--- src/design/vrhb_pkg.sv ---
// ----------------------------------------------------------------------------
// vrhb_pkg
// Shared types and constants of the variable record history buffer.
// ----------------------------------------------------------------------------
package vrhb_pkg;

  localparam int BUF_BYTES = 1024;
  localparam int ADDR_W    = $clog2(BUF_BYTES);
  localparam int USED_W    = ADDR_W + 1;
  localparam int WALK_W    = USED_W + 1;
  localparam int MAX_ENTRY = 64;
  localparam int HDR_BYTES = 2;
  localparam int LEN_W     = 7;
  localparam int STG_W     = $clog2(MAX_ENTRY);
  localparam int IDX_W     = 10;
  localparam int EV_W      = 10;

  localparam logic [2:0] CMD_PUSH_START = 3'd0;
  localparam logic [2:0] CMD_PUSH_BYTE  = 3'd1;
  localparam logic [2:0] CMD_POP        = 3'd2;
  localparam logic [2:0] CMD_GET        = 3'd3;
  localparam logic [2:0] CMD_REMOVE     = 3'd4;

  localparam logic [1:0] ST_OK       = 2'd0;
  localparam logic [1:0] ST_EMPTY    = 2'd1;
  localparam logic [1:0] ST_TOO_LONG = 2'd2;
  localparam logic [1:0] ST_NO_PUSH  = 2'd3;

  typedef enum logic [2:0] {
    OP_START,
    OP_BYTE,
    OP_POP,
    OP_GET,
    OP_REMOVE
  } op_t;

  typedef struct packed {
    op_t              op;
    logic [LEN_W-1:0] len;
    logic [7:0]       data;
    logic [IDX_W-1:0] idx;
    logic [LEN_W-1:0] lim;
  } item_t;

  typedef struct packed {
    logic [7:0]       byte_value;
    logic             byte_valid;
    logic             last;
    logic [LEN_W-1:0] record_length;
    logic [EV_W-1:0]  evicted_count;
    logic [1:0]       status;
  } result_t;

  typedef enum logic [4:0] {
    S_IDLE,
    S_EMIT,
    S_POP_HDR,
    S_REM_HDR,
    S_GET_CHK,
    S_GET_HDR,
    S_GET_LEN,
    S_ST_RD,
    S_ST_OUT,
    S_COMMIT,
    S_EV_RD,
    S_EV_CHK,
    S_WR_H0,
    S_WR_H1,
    S_WR_P,
    S_WR_DONE
  } eng_state_t;

endpackage

--- src/design/vrhb_out_fifo.sv ---
// ----------------------------------------------------------------------------
// vrhb_out_fifo
// Four-entry result queue between the engine and the result port.
// ----------------------------------------------------------------------------
module vrhb_out_fifo import vrhb_pkg::*; (
  input  logic    clk,
  input  logic    rst,
  input  logic    wr_en,
  input  result_t wr_data,
  output logic    full,
  output logic    empty,
  input  logic    rd_en,
  output result_t rd_data
);

  result_t     mem [4];
  logic [1:0]  wr_ptr;
  logic [1:0]  rd_ptr;
  logic [2:0]  count;
  logic        do_wr;
  logic        do_rd;

  assign full    = (count == 3'd4);
  assign empty   = (count == 3'd0);
  assign do_wr   = wr_en && !full;
  assign do_rd   = rd_en && !empty;
  assign rd_data = mem[rd_ptr];

  always_ff @(posedge clk) begin
    if (do_wr) mem[wr_ptr] <= wr_data;
  end

  always_ff @(posedge clk) begin
    if (rst) begin
      wr_ptr <= 2'd0;
      rd_ptr <= 2'd0;
      count  <= 3'd0;
    end else begin
      if (do_wr) wr_ptr <= wr_ptr + 2'd1;
      if (do_rd) rd_ptr <= rd_ptr + 2'd1;
      count <= count + {2'b0, do_wr} - {2'b0, do_rd};
    end
  end

endmodule

--- config.mk ---
export PLATFORM = sky130hd
export DESIGN_NAME = vrhb_out_fifo
export DESIGN_NICKNAME = d
export VERILOG_FILES = /design/src/design/vrhb_pkg.sv /design/src/design/vrhb_out_fifo.sv
export SDC_FILE = /design/constraint.sdc
export NUM_CORES = 1
export LEC_CHECK = 0
export ABC_AREA = 1
export BUFFER_PORTS_ARGS = -buffer_cell sky130_fd_sc_hd__buf_2
export CAP_MARGIN = 10
export CORE_MARGIN = 10
export CORE_UTILIZATION = 39
export CTS_CLUSTER_DIAMETER = 60
export DETAILED_ROUTE_END_ITERATION = 16
export SLEW_MARGIN = 20
export SYNTH_ARGS = -nofsm -noshare
export SYNTH_HDL_FRONTEND = slang
export SYNTH_SLANG_ARGS = --single-unit
--- constraint.sdc ---
create_clock -name clk -period 7.05 [get_ports clk]
set_input_delay 1.41 -clock clk [delete_from_list [all_inputs] [get_ports clk]]
set_output_delay 1.41 -clock clk [all_outputs]
set_load 0.02 [all_outputs]
==> flow_summary.yaml <==
status:
  status: "finished clean"
power:
  comb_power_share_pct: 24.3
  p_int_w: 0.00159
  sequentialPowerShare_pct: 41.6
  p_per_area_mw_per_mm2: 383
  switching_share_pct: 31.5
  p_leak_nw: 2.13
  fin_total_pwr_w: 0.00233
  clkPwrFrac_pct: 34.0
  max-vdd-ir-drop_v: 0.000224
  power.switching_w: 0.000733
synth:
  async_flop_share_pct: 0
  synth_edf_count: 116
  ys_warn_count: 0
  synthTopCellsByArea: "edfxtp_1 68%, o21ai_0 5.5%, o22ai_2 4.9%"
  yosysMostFrequentCell: "edfxtp_1"
  synth_top_area_cell: "edfxtp_1"
  synth_seq_cells: 125
  synthTopCellsByCount: "116 x edfxtp_1, 56 x o21ai_0, 43 x nor2_1"
  syn_area_per_cell_sq_um: 14.6
  synth.top_cell.area_share_pct: 68.4
  synth_top_flop_cell: "edfxtp_1"
  synth_nets: 390
  syn_area_sq_mm: 0.00510
  synth_cell_types: 21
  ys_seq_area_share_pct: 71.9
  synthCells: 350
detailed_routing:
  dr.pass1.iters: 4
  drt-total-wl_mm: 10.2
  viasPerCell: 4.91
  wire_per_inst_um: 17.1
  vias: 2942
  drc: 0
  drtIter0Drc: 173
  antenna_left: 0
die:
  ios: 64
  die_x_um: 134
  fp.coreArea_sq_mm: 0.0127
  rows: 41
  floorplan.initialDensity_pct: 40.1
  dieArea_sq_mm: 0.0180
  dieHeight_um: 134
global_route:
  grt_max_degree: 60
  first_global_vias: 3089
  grt_overflow: 0
  antenna_found_initial: 2
  grt_pass1_wl_mm: 16.3
  grt.total_usage_pct: 11.8
layout:
  fin_util_pct: 47.7
  syn_to_final_growth_pct: 19.2
  nNetsFinal: 455
  ff_latch_area_sq_mm: 0.00367
  fillers: 1197
  drive_gt1_share_pct: 34.5
  multiInputGateArea_sq_mm: 0.00125
  layoutNonFillerInstCount: 599
placed_design:
  hpwl_mm: 6.08
  gp_congestion: 0.701
  io_buffers: 63
  dpl_worst_slack_ps: 2900
  dp_cells: 568
cts:
  numCtsBuffers: 17
  cts_root_buffer: "clkbuf_16"
  cts_buffer_depth: 2
  clkLatencyLatePin_ps: 410
  clock-sinks: 125
  clkTransAtPathRegs_ps: 50
  ctsResizeCount: 0
  cts_tree: "yes"
  hold_buffers: 0
  cts_setup_buffers: 0
  htree_levels: 4
timing:
  rsz0062_at_grt: "false"
  fin_skew_ps: 6.23
  hold_viol: 0
  fin_ws_ps: 2540
  setup_viol: 0
  slew_violations: 0
  finalCritPeriodShare_pct: 64.0
  layout_min_cycle_time_ps: 4510
  fin_tns_setup_ps: 0
  tightest_slew_ps: 1010
  slew_headroom_pct: 32.8
  fmax_mhz: 222
critical_path:
  cp-start-kind: "register"
  critPathKind: "register to output pin"
  path_max_fanout: 59
  cp.arrival_ps: 3100
  worstSetupEndpointType: "output pin"
  cp.required_ps: 5640
hold_path:
  hold_class: "register to register"
run:
  drv_cap: 0
## registers in the layout (all words and copies together), names as in the netlist, named ones only
register	flops
wr_ptr	2
mem	116
rd_ptr	2
count	3
## worst paths after layout
check             cells past startpoint                   start                endpoint  slack [ps]
hold reg to reg                       2  rd_ptr[0]$_SDFFE_PP0P_  rd_ptr[0]$_SDFFE_PP0P_         520
hold / removal                        2  rd_ptr[0]$_SDFFE_PP0P_  rd_ptr[0]$_SDFFE_PP0P_         520
setup / recovery                      5                register             rd_data[15]        2540
setup reg to reg                      9     count[1]$_SDFF_PP0_     count[1]$_SDFF_PP0_        4920
## cell families after synthesis
| kind of cell | synth area share [%] |
|---|---|
| AO/OA/AOI/OAI | 12.2 |
| adder cells (fa/ha/maj) | 1.87 |
| buffers and inverters | 4.08 |
| flip-flops | 71.9 |
| AND/OR/NAND/NOR | 9.97 |
## cells in the final DEF, fill, tap and decap left out, types with 5 or more instances in the layout
cell type and instances:
a21oi_1 5, buf_2 63, clkbuf_16 17, clkinv_2 5, dfxtp_1 7, edfxtp_1 116, ha_1 6, inv_1 16
nand2_1 12, nor2_1 39, nor2_2 9, nor2_4 24, o21ai_0 56, o22ai_1 9, o22ai_2 20
## layer usage
metal	GRT usage (%)	vias to the layer above	share of wire, %
li1	-	1409	-
met1	13.4	1444	43
met2	18.9	72	49
met3	5.45	15	6.5
met4	4.59	2	1.2
met5	0	-	0.13
## through the flow
stage | cell area [sq um] | hold slack, ps
6_report | 6070 | 522
3_3_place_gp | 5530 | 469
3_5_place_dp | 5530 | 508
2_1_floorplan | 5100 | 448
4_1_cts | 6070 | 520
5_1_grt | 6070 | 528
## power groups by stage
stage	logic, W	registers (W)	clock network [W]
after global placement	0.000570	0.000982	0
after CTS	0.000582	0.000971	0.000807
final	0.000566	0.000969	0.000792
after floorplan	0.000445	0.000945	0
after detailed placement	0.000580	0.000985	0
after global routing	0.000632	0.000980	0.000843
## worst max-delay path, cell delays in order, from the launching register on
cell,delay [ps]
dfxtp_2,990
clkinv_2,600
buf_4,520
o21ai_0,300
o22ai_2,100
buf_2,170
## cell type report
class	count	share of cell area, %
Antenna cell	1	0.0412
Multi-Input combinational cell	187	20.7
Clock buffer	19	7.13
Inverter	20	1.26
Tap cell	172	3.54
Timing Repair Buffer	64	5.32
Sequential cell	125	60.4
Clock inverter	11	1.69
Note: power is estimated with default switching activity, not from simulation.
