[config.mk]
export PLATFORM = sky130hd
export DESIGN_NAME = vrhb_front
export DESIGN_NICKNAME = d
export VERILOG_FILES = /design/src/design/vrhb_pkg.sv /design/src/design/vrhb_front.sv
export SDC_FILE = /design/constraint.sdc
export NUM_CORES = 1
export LEC_CHECK = 0
export BUFFER_PORTS_ARGS = -buffer_cell sky130_fd_sc_hd__clkbuf_2
export CORE_AREA = 2 2 72 108
export DETAILED_ROUTE_END_ITERATION = 12
export DIE_AREA = 0 0 74 110
export HOLD_SLACK_MARGIN = 0.12
export PLACE_DENSITY_LB_ADDON = 0.1
export SLEW_MARGIN = 20
export SYNTH_ARGS = -nofsm -noshare
export SYNTH_HDL_FRONTEND = slang
export SYNTH_SLANG_ARGS = --single-unit
[constraint.sdc]
create_clock -name clk -period 3.5 [get_ports clk]
set_input_delay 0.35 -clock clk [delete_from_list [all_inputs] [get_ports clk]]
set_output_delay 0.35 -clock clk [all_outputs]
set_load 0.02 [all_outputs]
[src/design/vrhb_pkg.sv]
// ----------------------------------------------------------------------------
// vrhb_pkg
// Shared types and constants of the variable record history buffer.
// ----------------------------------------------------------------------------
package vrhb_pkg;

  localparam int BUF_BYTES = 1024;
  localparam int ADDR_W    = $clog2(BUF_BYTES);
  localparam int USED_W    = ADDR_W + 1;
  localparam int WALK_W    = USED_W + 1;
  localparam int MAX_ENTRY = 64;
  localparam int HDR_BYTES = 2;
  localparam int LEN_W     = 7;
  localparam int STG_W     = $clog2(MAX_ENTRY);
  localparam int IDX_W     = 10;
  localparam int EV_W      = 10;

  localparam logic [2:0] CMD_PUSH_START = 3'd0;
  localparam logic [2:0] CMD_PUSH_BYTE  = 3'd1;
  localparam logic [2:0] CMD_POP        = 3'd2;
  localparam logic [2:0] CMD_GET        = 3'd3;
  localparam logic [2:0] CMD_REMOVE     = 3'd4;

  localparam logic [1:0] ST_OK       = 2'd0;
  localparam logic [1:0] ST_EMPTY    = 2'd1;
  localparam logic [1:0] ST_TOO_LONG = 2'd2;
  localparam logic [1:0] ST_NO_PUSH  = 2'd3;

  typedef enum logic [2:0] {
    OP_START,
    OP_BYTE,
    OP_POP,
    OP_GET,
    OP_REMOVE
  } op_t;

  typedef struct packed {
    op_t              op;
    logic [LEN_W-1:0] len;
    logic [7:0]       data;
    logic [IDX_W-1:0] idx;
    logic [LEN_W-1:0] lim;
  } item_t;

  typedef struct packed {
    logic [7:0]       byte_value;
    logic             byte_valid;
    logic             last;
    logic [LEN_W-1:0] record_length;
    logic [EV_W-1:0]  evicted_count;
    logic [1:0]       status;
  } result_t;

  typedef enum logic [4:0] {
    S_IDLE,
    S_EMIT,
    S_POP_HDR,
    S_REM_HDR,
    S_GET_CHK,
    S_GET_HDR,
    S_GET_LEN,
    S_ST_RD,
    S_ST_OUT,
    S_COMMIT,
    S_EV_RD,
    S_EV_CHK,
    S_WR_H0,
    S_WR_H1,
    S_WR_P,
    S_WR_DONE
  } eng_state_t;

endpackage

[src/design/vrhb_front.sv]
// ----------------------------------------------------------------------------
// vrhb_front
// Accepts commands, decodes them and holds them in a two-entry queue.
// ----------------------------------------------------------------------------
module vrhb_front import vrhb_pkg::*; (
  input  logic             clk,
  input  logic             rst,
  input  logic             push,
  output logic             full,
  input  logic [2:0]       command,
  input  logic [LEN_W-1:0] entry_length,
  input  logic [7:0]       data_byte,
  input  logic [IDX_W-1:0] entry_index,
  input  logic [LEN_W-1:0] pop_limit,
  output logic             op_valid,
  output item_t            op_item,
  input  logic             op_take
);

  item_t       q [2];
  logic        wr_ptr;
  logic        rd_ptr;
  logic [1:0]  count;
  logic        known;
  op_t         op;
  logic        enq;
  logic        deq;

  // Unused command codes are accepted and dropped here; they cause no result.
  always_comb begin
    known = 1'b1;
    op    = OP_START;
    unique case (command)
      CMD_PUSH_START: op = OP_START;
      CMD_PUSH_BYTE:  op = OP_BYTE;
      CMD_POP:        op = OP_POP;
      CMD_GET:        op = OP_GET;
      CMD_REMOVE:     op = OP_REMOVE;
      default:        known = 1'b0;
    endcase
  end

  assign full     = (count == 2'd2);
  assign enq      = push && !full && known;
  assign deq      = op_take && op_valid;
  assign op_valid = (count != 2'd0);
  assign op_item  = q[rd_ptr];

  always_ff @(posedge clk) begin
    if (enq) begin
      q[wr_ptr] <= '{op: op, len: entry_length, data: data_byte,
                     idx: entry_index, lim: pop_limit};
    end
  end

  always_ff @(posedge clk) begin
    if (rst) begin
      wr_ptr <= 1'b0;
      rd_ptr <= 1'b0;
      count  <= 2'd0;
    end else begin
      if (enq) wr_ptr <= ~wr_ptr;
      if (deq) rd_ptr <= ~rd_ptr;
      count <= count + {1'b0, enq} - {1'b0, deq};
    end
  end

endmodule

==> flow_summary_export.csv <==
group,metric,value,unit
die,die_w,74,um
layout,final_net_count,263,
route,number_of_vias_per_cell_after_detailed_routing,4.51,
min_path,min_delay_worst_endpoint,"q[0][0]",
setup_path,path_delay_family,"flip-flops",
run_status,result_of_the_run,"completed",
synth,ys_ff_latch,75,
grt,number_of_global_route_vias_before_repair,1608,
power_and_ir_drop,leakage_component_of_the_power,1.33,nW
synth,asyncSetResetFlopFracSynth,0,%
timing,worst_slew_margin_rel,29.3,%
min_path,timing.hold.worst.start,"pop_limit[0]",
clock_network,h-tree-depth,3,
setup_path,setup.reg_to_reg.worst_slack,1.60,ns
grt,overflow,0,
clock_network,cts_made_buffers,9,
timing,max_clock_freq,461,MHz
timing,fin_worst_skew,0.00879,ns
clock_network,clk_pin_slew_worst_paths,0.08,ns
layout,final_util,48.7,%
grt,grt_antenna_before_repair,0,
clock_network,clkSinkCount,75,
min_path,min_delay_path_depth,1,
setup_path,worstReg2RegStart,"count[0]",
synth,ys_top_cells_by_area,"edfxtp_1 74%, mux2_2 14%, dfxtp_1 3.5%, buf_6 1.2%, nor2_1 0.93%",
timing,setup_viol_count_final,0,
layout,diodes,0,
synth,post-synth-top-area-cell,"edfxtp_1",
timing,layout_worst_path_cycle_share,61.9,%
clock_network,cell_chosen_for_the_clock_root,"clkbuf_8",
grt,grt_first_pass_wirelength,7.53,mm
die,floorplan.initialDensity,39.4,%
synth,yosysMostFrequentCell,"edfxtp_1",
synth,yosys.area.top_type_share,74.3,%
synth,synth.lib_cells_used.distinct,20,
grt,grt_max_degree,36,
clock_network,cts_setup_buffers,0,
synth,netlist_area,2830,um2
route,drt-total-wl,5.10,mm
setup_path,r2r_cells,3,
timing,hold_violations,0,
setup_path,worstReg2RegEnd,"q[1][5]",
setup_path,setup.worst_path.start_class,"register",
setup_path,slowest_delay,0.88,ns
synth,synth_seq_area_share,77.8,%
clock_network,clock_path_buffers,2,
timing,finalWorstSetupSlack,1.33,ns
power_and_ir_drop,power.density,692,nW/um2
setup_path,critPathBufInv,1,
layout,final_layout_size_suffix_gt1_share,58.6,%
synth,synthCells,139,
setup_path,timing.critical_path.to_type,"primary output",
clock_network,hold_buffers,0,
die,io-pin-count,76,
synth,yosys_warnings,0,
route,drt_pre_antenna_iters,4,
synth,main_synth_ff_type,"edfxtp_1",
synth,ys_top_cells_by_count,"70 x edfxtp_1, 35 x mux2_2, 7 x nor2_1, 5 x dfxtp_1",
die,fp.coreArea,7180,um2
clock_network,cts-resized-gates,0,
timing,grt_setup_unrepaired,"no",
die,die_y,110,um
setup_path,criticalPathCategory,"register to primary output",
die,die-area,8140,um2
placement,hpwl,3.39,mm
placement,place.gp.congestion,0.747,
route,detail_route.iter0.violations,47,
route,route.detailed.drc,0,
clock_network,cts_tree,"yes",
layout,fillerInstances,635,
timing,timing_worst_slew_pin_value,1.06,ns
setup_path,largest_fanout_on_the_critical_path,35,
synth,syn_avg_cell_area,20.4,um2
timing,fin_crit,2.17,ns
setup_path,timing.critical_path.required,3.15,ns
synth,synth-edff-count,70,
route,drtAntennaViolNets,0,
placement,portBuffers,75,
route,detail_route.wl_per_cell,15.6,um
min_path,hold_path_class,"input port to register",
grt,grt_usage,13.2,%
setup_path,cp_slowest_cell,"dfxtp_2",
setup_path,data_arrival_critical_path,1.82,ns
power_and_ir_drop,vdd.ir_drop.worst,0.397,mV
flow_run,drv_cap,0,
route,vias,1475,
synth,synth_fp_nets,180,
placement,dpl_worst_slack,1.45,ns
setup_path,worstPathCellList,"mux2_2 -> clkbuf_2",
clock_network,clock_latency_on_the_worst_skew_pair,0.34,ns
die,core.rowCount,38,
layout,areaGrowthSynthToFinish,23.7,%
timing,final_max_slew_viol_count,0,
timing,sum_of_negative_setup_slack,0,ns
[flip-flops by register name, indices dropped and copies added, names as in the netlist, named ones only]
register and count:
q 70, count 2, rd_ptr 1, wr_ptr 1
[cell families (layout without fill, tap and decap cells)]
logic type,Yosys count,after routing,synth area share (%)
DFF,75,75,77.8
muxes,36,36,14.5
and+or+nand+nor,16,16,3.72
buffers and inverters,6,94,1.64
adders and majority gates,2,2,0.884
AOI/OAI and AO/OA,2,2,0.841
xor gates and xnor gates,2,2,0.619
[area by class of cell]
| type | count | area, um2 | share of cell area (%) |
|---|---|---|---|
| Clock buffer | 13 | 149 | 4.26 |
| Tap cell | 100 | 125 | 3.58 |
| Inverter | 2 | 7.51 | 0.215 |
| Sequential cell | 75 | 2200 | 63.0 |
| Clock inverter | 3 | 15.0 | 0.429 |
| Multi-Input combinational cell | 58 | 596 | 17.0 |
| Timing Repair Buffer | 76 | 403 | 11.5 |
[power by group]
group / leakage (nW) / internal (mW) / switching (mW)
registers: 0.687 / 1.10 / 0.0934
logic: 0.551 / 0.301 / 0.365
clock network: 0.0872 / 0.274 / 0.287
total: 1.33 / 1.67 / 0.745
[stage by stage]
step | hold slack [ns] | instance area, um2 | power (mW) | cells
6_report | 0.192 | 3500 | 2.42 | 327
5_1_grt | 0.174 | 3500 | 2.55 | 327
4_1_cts | 0.169 | 3470 | 2.45 | 326
3_5_place_dp | 0.519 | 3310 | 1.88 | 310
3_3_place_gp | 0.505 | 3310 | 1.86 | 310
2_1_floorplan | 0.422 | 2830 | 1.67 | 139
[cells in the final DEF, fill, tap and decap left out, drive strengths merged]
cell | Yosys | final
edfxtp | 70 | 70
xnor2 | 1 | 1
dfxtp | 5 | 5
nand3b | 1 | 1
mux2 | 36 | 36
ha | 2 | 2
or2 | 1 | 1
inv | 2 | 2
clkinv | 0 | 3
nor3b | 1 | 1
clkbuf | 0 | 88
buf | 4 | 1
nor2 | 7 | 7
o21ai | 1 | 1
nor3 | 1 | 1
and2 | 1 | 1
xor2 | 1 | 1
o21a | 1 | 1
nor2b | 4 | 4
[worst max path at each step]
stage | from | endpoint | depth (start not counted)
6_report | register | op_item[12] | 2
4_1_cts | register | op_item[33] | 2
3_5_place_dp | command[1] | q[0][23] | 4
3_3_place_gp | command[1] | q[1][20] | 4
2_1_floorplan | count[1] | q[0][0] | 3
5_1_grt | register | op_item[32] | 2
[metal layers]
metal	track usage [%]	wire length, um
met1	13.3	1910
met4	8.83	114
met2	22.8	2750
met5	0	0
met3	4.09	326
(Power assumes the default switching activity.)
